**config.mk**
```make
export PLATFORM = sky130hd
export DESIGN_NAME = pi_speed_loop_pwm_drive
export DESIGN_NICKNAME = d
export VERILOG_FILES = /design/src/rtl/pispd_pkg.sv /design/src/rtl/pi_speed_loop_pwm_drive.sv
export SDC_FILE = /design/constraint.sdc
export NUM_CORES = 2
export LEC_CHECK = 0
export BUFFER_PORTS_ARGS = -buffer_cell sky130_fd_sc_hd__buf_4
export CAP_MARGIN = 0
export CORE_MARGIN = 2
export CORE_UTILIZATION = 55
export DETAILED_ROUTE_END_ITERATION = 10
export HOLD_SLACK_MARGIN = 0.12
export PLACE_DENSITY = 0.71
export SLEW_MARGIN = 15
export SYNTH_ARGS = -nofsm -noshare
export SYNTH_HDL_FRONTEND = slang
export SYNTH_SLANG_ARGS = --single-unit
```
**constraint.sdc**
```tcl
create_clock -name clk -period 11.45 [get_ports clk]
set_clock_uncertainty 0.05 [all_clocks]
set_input_delay 2.29 -clock clk [delete_from_list [all_inputs] [get_ports clk]]
set_output_delay 2.29 -clock clk [all_outputs]
set_load 0.01 [all_outputs]
```
**src/rtl/pispd_pkg.sv**
```systemverilog
`default_nettype none

package pispd_pkg;

  // Fraction bits of the fixed-point speeds, gains, limit and effort; products carry twice as many.
  localparam int FRAC_BITS = 16;

  localparam int DATA_W   = 32;
  localparam int ERR_W    = 33;
  localparam int SUM_W    = 34;
  localparam int LIM_W    = 31;
  localparam int PER_W    = 17;
  localparam int PROD_W   = 64;
  localparam int MAG_W    = 17;
  localparam int EFF_W    = 18;
  localparam int IN_W     = 64;
  localparam int OUT_W    = 40;
  localparam int ADDR_W   = 4;

  // Unity squared, the saturation threshold of the unscaled effort.
  localparam logic [PROD_W:0] ONE_SQ = (PROD_W + 1)'(1) << (2 * FRAC_BITS);
  // Unity in the effort format.
  localparam logic [MAG_W-1:0] ONE_MAG = MAG_W'(1) << FRAC_BITS;

  // Register indexes on the configuration port.
  localparam logic [1:0] REG_KP     = 2'd0;
  localparam logic [1:0] REG_KI     = 2'd1;
  localparam logic [1:0] REG_LIMIT  = 2'd2;
  localparam logic [1:0] REG_PERIOD = 2'd3;

  localparam logic [31:0] KP_RESET     = 32'd118942;
  localparam logic [31:0] KI_RESET     = 32'd2170;
  localparam logic [30:0] LIMIT_RESET  = 31'd1979030;
  localparam logic [16:0] PERIOD_RESET = 17'd50;

  typedef enum logic [3:0] {
    S_IDLE,
    S_ERR,
    S_SUM,
    S_CLAMP,
    S_IABS,
    S_IMUL,
    S_COMB,
    S_SAT,
    S_PULSE,
    S_OUT
  } state_t;

endpackage

`default_nettype wire

```
**src/rtl/pi_speed_loop_pwm_drive.sv**
```systemverilog
// A new request is accepted only in S_IDLE, once the previous one has left S_OUT.
// The sequencer works on one request at a time with a single shared 32x32 multiplier,
// which is used three times per request under a ten-state sequencer.
// Reset (rst, synchronous, active high) restores the gain, limit and period registers,
// clears the integral sum and empties the output register.
`default_nettype none

module pi_speed_loop_pwm_drive (
  input  wire logic                          clk,
  input  wire logic                          rst,
  // Slave side, tdata from bit 0: setpoint[31:0], measured_speed[63:32].
  input  wire logic                          s_tvalid,
  output logic                               s_tready,
  input  wire logic [pispd_pkg::IN_W-1:0]    s_tdata,
  // Master side, tdata from bit 0: pulse_width[16:0], direction[17],
  // effort[35:18], saturated[36], zero fill[39:37].
  output logic                               m_tvalid,
  input  wire logic                          m_tready,
  output logic [pispd_pkg::OUT_W-1:0]        m_tdata,
  // Configuration port.
  input  wire logic                          psel,
  input  wire logic                          penable,
  input  wire logic                          pwrite,
  input  wire logic [pispd_pkg::ADDR_W-1:0]  paddr,
  input  wire logic [31:0]                   pwdata,
  output logic [31:0]                        prdata,
  output logic                               pready
);

  import pispd_pkg::*;

  // ---------------------------------------------------------------------------
  // Configuration registers. The port is always ready, so a write lands at the
  // edge of its access cycle. The register index is the word address.
  // ---------------------------------------------------------------------------
  logic [31:0]       kp;
  logic [31:0]       ki;
  logic [LIM_W-1:0]  limit;
  logic [PER_W-1:0]  period;
  logic              cfg_write;
  logic [1:0]        cfg_index;

  assign pready    = 1'b1;
  assign cfg_write = psel && penable && pwrite && pready;
  assign cfg_index = paddr[3:2];

  always_ff @(posedge clk) begin
    if (rst) begin
      kp     <= KP_RESET;
      ki     <= KI_RESET;
      limit  <= LIMIT_RESET;
      period <= PERIOD_RESET;
    end else if (cfg_write) begin
      case (cfg_index)
        REG_KP:     kp     <= pwdata;
        REG_KI:     ki     <= pwdata;
        REG_LIMIT:  limit  <= pwdata[LIM_W-1:0];
        REG_PERIOD: period <= pwdata[PER_W-1:0];
        default: ;
      endcase
    end
  end

  always_comb begin
    case (cfg_index)
      REG_KP:     prdata = kp;
      REG_KI:     prdata = ki;
      REG_LIMIT:  prdata = {1'b0, limit};
      REG_PERIOD: prdata = {15'd0, period};
      default:    prdata = 32'd0;
    endcase
  end

  // ---------------------------------------------------------------------------
  // Sequencer. Each request walks through the states below in order:
  //   S_ERR    error = setpoint - measured speed (33 bits, exact)
  //   S_SUM    raw integral = stored sum + error, and the error magnitude
  //   S_CLAMP  clamp the integral to +/- limit; multiplier forms kp * |error|
  //   S_IABS   keep the proportional product, take the integral magnitude
  //   S_IMUL   multiplier forms ki * |integral|
  //   S_COMB   signed sum of the two products as sign and magnitude (65 bits)
  //   S_SAT    saturate at one and truncate to the effort format
  //   S_PULSE  multiplier forms |effort| * pwm period
  //   S_OUT    load the output register, waiting while it is still occupied
  // ---------------------------------------------------------------------------
  state_t state;
  state_t state_next;

  logic [31:0]        a_in;
  logic [31:0]        b_in;
  logic [ERR_W-1:0]   err;
  logic [SUM_W-1:0]   sum_raw;
  logic [31:0]        emag;
  logic [31:0]        integ;
  logic [LIM_W-1:0]   imag;
  logic [PROD_W-1:0]  pm;
  logic [PROD_W-1:0]  prod;
  logic [PROD_W:0]    m;
  logic               m_neg;
  logic [MAG_W-1:0]   mag;
  logic               mag_neg;
  logic               sat;

  // Control decoded from the state.
  logic               out_load;
  logic [31:0]        mul_x;
  logic [31:0]        mul_y;

  always_comb begin
    state_next = state;
    case (state)
      S_IDLE:  if (s_tvalid) state_next = S_ERR;
      S_ERR:   state_next = S_SUM;
      S_SUM:   state_next = S_CLAMP;
      S_CLAMP: state_next = S_IABS;
      S_IABS:  state_next = S_IMUL;
      S_IMUL:  state_next = S_COMB;
      S_COMB:  state_next = S_SAT;
      S_SAT:   state_next = S_PULSE;
      S_PULSE: state_next = S_OUT;
      S_OUT:   if (!m_tvalid || m_tready) state_next = S_IDLE;
      default: state_next = S_IDLE;
    endcase
  end

  // The shared multiplier takes its operands from the state: the proportional
  // gain in S_CLAMP, the integral gain in S_IMUL and the PWM period otherwise.
  // No request is taken while reset is held.
  always_comb begin
    s_tready = 1'b0;
    out_load = 1'b0;
    mul_x    = {15'd0, mag};
    mul_y    = {15'd0, period};
    case (state)
      S_IDLE: s_tready = !rst;
      S_CLAMP: begin
        mul_x = kp;
        mul_y = emag;
      end
      S_IMUL: begin
        mul_x = ki;
        mul_y = {1'b0, imag};
      end
      S_OUT: out_load = !m_tvalid || m_tready;
      default: ;
    endcase
  end

  always_ff @(posedge clk) begin
    if (rst) begin
      state <= S_IDLE;
    end else begin
      state <= state_next;
    end
  end

  // ---------------------------------------------------------------------------
  // Datapath.
  // ---------------------------------------------------------------------------
  logic signed [SUM_W-1:0] sum_s;
  logic signed [SUM_W-1:0] lim_pos;
  logic signed [SUM_W-1:0] lim_neg;
  logic [31:0]             integ_clamped;
  logic [31:0]             err_neg;
  logic [LIM_W-1:0]        integ_neg;
  logic [PROD_W:0]         m_add;
  logic                    pm_ge;
  logic                    sat_now;
  logic [MAG_W-1:0]        mag_now;

  // The error magnitude always fits 32 bits and the integral magnitude 31 bits,
  // so only the low bits of each negation are formed.
  assign sum_s     = $signed(sum_raw);
  assign lim_pos   = $signed({3'd0, limit});
  assign lim_neg   = -lim_pos;
  assign err_neg   = -err[31:0];
  assign integ_neg = -integ[LIM_W-1:0];

  // The clamped sum always fits 32 bits since the limit is below 2^31.
  always_comb begin
    if (sum_s > lim_pos) begin
      integ_clamped = lim_pos[31:0];
    end else if (sum_s < lim_neg) begin
      integ_clamped = lim_neg[31:0];
    end else begin
      integ_clamped = sum_raw[31:0];
    end
  end

  // Products of like sign add; otherwise the larger one keeps its sign.
  assign pm_ge = pm >= prod;
  always_comb begin
    if (err[ERR_W-1] == integ[31]) begin
      m_add = {1'b0, pm} + {1'b0, prod};
    end else if (pm_ge) begin
      m_add = {1'b0, pm - prod};
    end else begin
      m_add = {1'b0, prod - pm};
    end
  end

  assign sat_now = m > ONE_SQ;
  assign mag_now = sat_now ? ONE_MAG : m[FRAC_BITS +: MAG_W];

  always_ff @(posedge clk) begin
    prod <= {32'd0, mul_x} * {32'd0, mul_y};
    if (s_tvalid && s_tready) begin
      a_in <= s_tdata[31:0];
      b_in <= s_tdata[63:32];
    end
    case (state)
      S_ERR: err <= {a_in[31], a_in} - {b_in[31], b_in};
      S_SUM: begin
        sum_raw <= {{2{integ[31]}}, integ} + {err[ERR_W-1], err};
        emag    <= err[ERR_W-1] ? err_neg : err[31:0];
      end
      S_IABS: begin
        pm   <= prod;
        imag <= integ[31] ? integ_neg : integ[LIM_W-1:0];
      end
      S_COMB: begin
        m     <= m_add;
        m_neg <= (err[ERR_W-1] == integ[31]) ? err[ERR_W-1] :
                 (pm_ge ? err[ERR_W-1] : integ[31]);
      end
      S_SAT: begin
        mag     <= mag_now;
        sat     <= sat_now;
        mag_neg <= m_neg && (mag_now != '0);
      end
      default: ;
    endcase
  end

  // The integral sum is state and is cleared by reset.
  always_ff @(posedge clk) begin
    if (rst) begin
      integ <= '0;
    end else if (state == S_CLAMP) begin
      integ <= integ_clamped;
    end
  end

  // ---------------------------------------------------------------------------
  // Output register. It holds a finished result while the sequencer already
  // takes the next request; only the final load step waits for it to drain.
  // ---------------------------------------------------------------------------
  logic [EFF_W-1:0] effort_now;
  logic             dir_now;

  assign effort_now = mag_neg ? -{1'b0, mag} : {1'b0, mag};
  assign dir_now    = !mag_neg && (mag != '0);

  always_ff @(posedge clk) begin
    if (rst) begin
      m_tvalid <= 1'b0;
    end else if (out_load) begin
      m_tvalid <= 1'b1;
    end else if (m_tready) begin
      m_tvalid <= 1'b0;
    end
  end

  always_ff @(posedge clk) begin
    if (out_load) begin
      m_tdata <= {3'd0, sat, effort_now, dir_now, prod[FRAC_BITS +: MAG_W]};
    end
  end

  // ---------------------------------------------------------------------------
  // Assertions.
  // ---------------------------------------------------------------------------
  a_accept_starts: assert property (@(posedge clk) disable iff (rst)
    (s_tvalid && s_tready) |=> (state == S_ERR))
    else $error("accepted request did not start the sequencer");

  a_integ_bounded: assert property (@(posedge clk) disable iff (rst)
    (state == S_IABS) |->
      ($signed(integ) <= $signed({1'b0, limit}) &&
       $signed(integ) >= -$signed({1'b0, limit})))
    else $error("integral sum outside its limit");

  a_effort_bounded: assert property (@(posedge clk) disable iff (rst)
    m_tvalid |-> ($signed(m_tdata[35:18]) <= 18'sd65536 &&
                  $signed(m_tdata[35:18]) >= -18'sd65536))
    else $error("effort beyond plus or minus one");

  a_dir_positive: assert property (@(posedge clk) disable iff (rst)
    (m_tvalid && m_tdata[17]) |-> ($signed(m_tdata[35:18]) > 18'sd0))
    else $error("forward direction without positive effort");

  a_load_free: assert property (@(posedge clk) disable iff (rst)
    out_load |-> (!m_tvalid || m_tready))
    else $error("output register overwritten while occupied");

endmodule

`default_nettype wire
```
==> impl_metrics.toml <==
[critical_path]
crit_required_ps = 11920
crit_slowest_cell = "a22oi_1"
r2r_start = "state[3]"
end_kind = "register"
cp-startpoint = "state[3]"
rrSetupSlack_ps = 220
max_stage_delay_ps = 870
crit_type = "register to register"
crit_path_frequent_cell = "fa_1"
rr_endpoint = "prod[60]"
r2r_cells = 28
cp.arrival_ps = 11700
critPathLaunchType = "register"
cp_max_fo = 75

[layout]
fin_cells = 9675
final_cell_mix = "1138 x inv_1, 977 x nand2_1, 901 x fa_1"
final_common_cell = "inv_1"
syn_to_final_growth_pct = 8.130
multiInputGateArea_um2 = 49170
drive_gt1_share_pct = 6.855
fill_cells = 11130
fin_nets = 9553
stdcell_area_um2 = 76290
regArea_um2 = 15680

[timing]
finalHoldViolations = 0
rsz0062_at_grt = "false"
hold_ws_ps = 389.8
setup_tns_ps = 0
setup_viol = 0
slew_viol_final = 0
period_share_pct = 98.12
fin_crit_ps = 11230
clock.fmax_mhz = 89.01
tightestPinTransition_ps = 1241
max_slew_margin_pct = 17.29

[power]
p_seq_share_pct = 20.2
p_int_w = 0.007429
leakage_nw = 34.47
p_sw_w = 0.006627
p_clk_share_pct = 16.7
power.density_nw_per_um2 = 184.3
switching_share_pct = 47.15
p_comb_share_pct = 63.0
totalPowerFinal_w = 0.01406
max-vdd-ir-drop_uv = 421.6

[global_route]
grt_pass1_vias = 59410
grt_max_degree = 92
grt_use_total_pct = 37.45
overflow = 0
grt_pass1_wl_um = 366500
antenna_found_initial = 8

[placed_design]
portBuffers = 175
place_area_um2 = 73850
hpwlAfterDp_um = 197400
placedCellCount = 9550
place_congestion = 1.043

[drt]
antenna_left = 0
avgViaCountPerCell = 6.155
vias = 59550
drt_iter0_markers = 6511
wl_per_cell_um = 25.36
wirelength_um = 245400
firstDrtPassIters = 8
drc = 0

[die]
die_h_um = 362.2
ios = 182
die_area_um2 = 131200
fp-row-count = 131
core_area_um2 = 127400
initial_core_util_pct = 55.40
die_x_um = 362.2

[synth]
post_synth.cell_area_avg_um2 = 8.879
synth_ff_type = "edfxtp_1"
synth_edf_count = 380
synth-seq-area-share_pct = 22.22
ys_types = 94
synthArstFlopShare_pct = 0
yosys_register_bits = 593
mappedNetlistArea_um2 = 70550
postSynthCellCount = 7946
synth_warnings = 0

[min_path]
hp-class = "register to register"
whs_path_depth = 0
hold_end = "m_tdata[36]"
worstHoldStart = "sat"

[cts]
clock_latency_ps = 680
cts_root_buf = "clkbuf_16"
cts_buffers = 67
cts_max_level = 3
hold_buffers = 0
path_clk_slew_ps = 60
cts_tree = "yes"
cts_max_path_buffers = 3
clock-sinks = 593

[outcome]
status = "finished clean"

[run]
drv_cap = 0
registers in the layout, summed over array words and instances (netlist names), 4 cells and up:
| register | cells |
|---|---|
| mag | 17 |
| emag | 32 |
| m | 65 |
| m_tdata | 37 |
| pm | 64 |
| limit | 31 |
| imag | 31 |
| sum_raw | 34 |
| period | 17 |
| kp | 32 |
| ki | 32 |
| integ | 32 |
| a_in | 32 |
| prod | 64 |
| b_in | 32 |
| err | 33 |
| state | 4 |
critical path, delay by kind of cell (launching register included):
kind,cells,cell delay (ps)
buffers and inverters,4,600
adders and majority gates,9,4220
DFF,1,640
AOI/OAI and AO/OA,11,4280
and+or+nand+nor,4,1210
cells by family after synthesis:
family | after synthesis | share of synthesized area, %
DFF | 593 | 22.22
xor gates and xnor gates | 277 | 3.439
muxes | 54 | 1.069
other | 2 | 0.01064
adders and majority gates | 1489 | 35.99
and+or+nand+nor | 2474 | 15.33
AOI/OAI and AO/OA | 1505 | 13.64
buffers and inverters | 1552 | 8.296
cell usage after synthesis, drive strengths merged, types with 11 or more instances:
master     n  area share (%)
o221ai    13            0.16
nand4     76            0.67
xor2      46            0.57
nand3     72            0.52
o211ai    48            0.51
nor2     879             4.7
clkbuf   368             2.0
o41ai     16            0.21
buf       40            0.25
or3       37            0.35
and3      46            0.41
nor3      89            0.67
nand3b    23            0.24
o311ai    20            0.25
mux4      17            0.54
o31ai     53            0.58
or2       16            0.15
dfxtp    213             6.0
ha       588              10
and2      50            0.44
a22o      29            0.36
fa       901              26
a221oi    11            0.14
nor2b     39            0.35
a22oi     82            0.87
o21ai    255             1.8
a211oi    39            0.41
o21a      54            0.57
o21bai    69            0.73
a31oi     49            0.43
a21boi    17            0.18
a221o     11            0.16
nand2b    62            0.56
edfxtp   380              16
a21oi    513             3.6
mux2i     36            0.51
xnor2    231             2.9
or4       20            0.22
nand2    978             5.2
a21o     131             1.4
inv     1139             6.1
nor4      60            0.53
a211o     22            0.27
power by group through the flow:
stage / Combinational, W / Clock (W) / Sequential (W)
floorplan: 0.00624 / 0 / 0.00280
global placement: 0.00859 / 0 / 0.00289
detailed placement: 0.00874 / 0 / 0.00289
CTS: 0.00879 / 0.00238 / 0.00285
global route: 0.00978 / 0.00247 / 0.00286
finish: 0.00886 / 0.00235 / 0.00285
routing by layer:
| metal | GRT usage [%] | wire length (µm) |
|---|---|---|
| met1 | 48.84 | 93770 |
| met2 | 56.10 | 106100 |
| met3 | 10.54 | 29000 |
| met4 | 21.09 | 16330 |
| met5 | 0.8879 | 206 |
what timing repair did:
action / 4_1_cts / 5_1_grt
gates resized for setup: 0 / 6
buffers inserted: 0 / 0
endpoints found under the setup margin: 0 / 2
through the flow:
step           setup slack (ps)  util [%]
2_1_floorplan              2574         -
3_3_place_gp              671.1     57.99
3_5_place_dp              537.6     57.99
4_1_cts                   471.0     59.88
5_1_grt                   36.08     59.89
6_report                  215.4     59.90
layout make-up:
class	count	share of cell area [%]
clock buffers	83	2.436
multi-input cells	5803	64.46
well taps	1662	2.726
flip-flops and latches	593	20.55
repair buffers	348	3.474
clock inverters	38	0.7135
inverters	1144	5.629
diodes	4	0.01312
how the worst max path moves through the flow:
stage,to,slack [ps]
6_report,prod[60],220
5_1_grt,prod[60],40
4_1_cts,prod[60],470
3_5_place_dp,prod[60],540
3_3_place_gp,prod[60],670
2_1_floorplan,prod[60],2570
(Power assumes the default switching activity.)
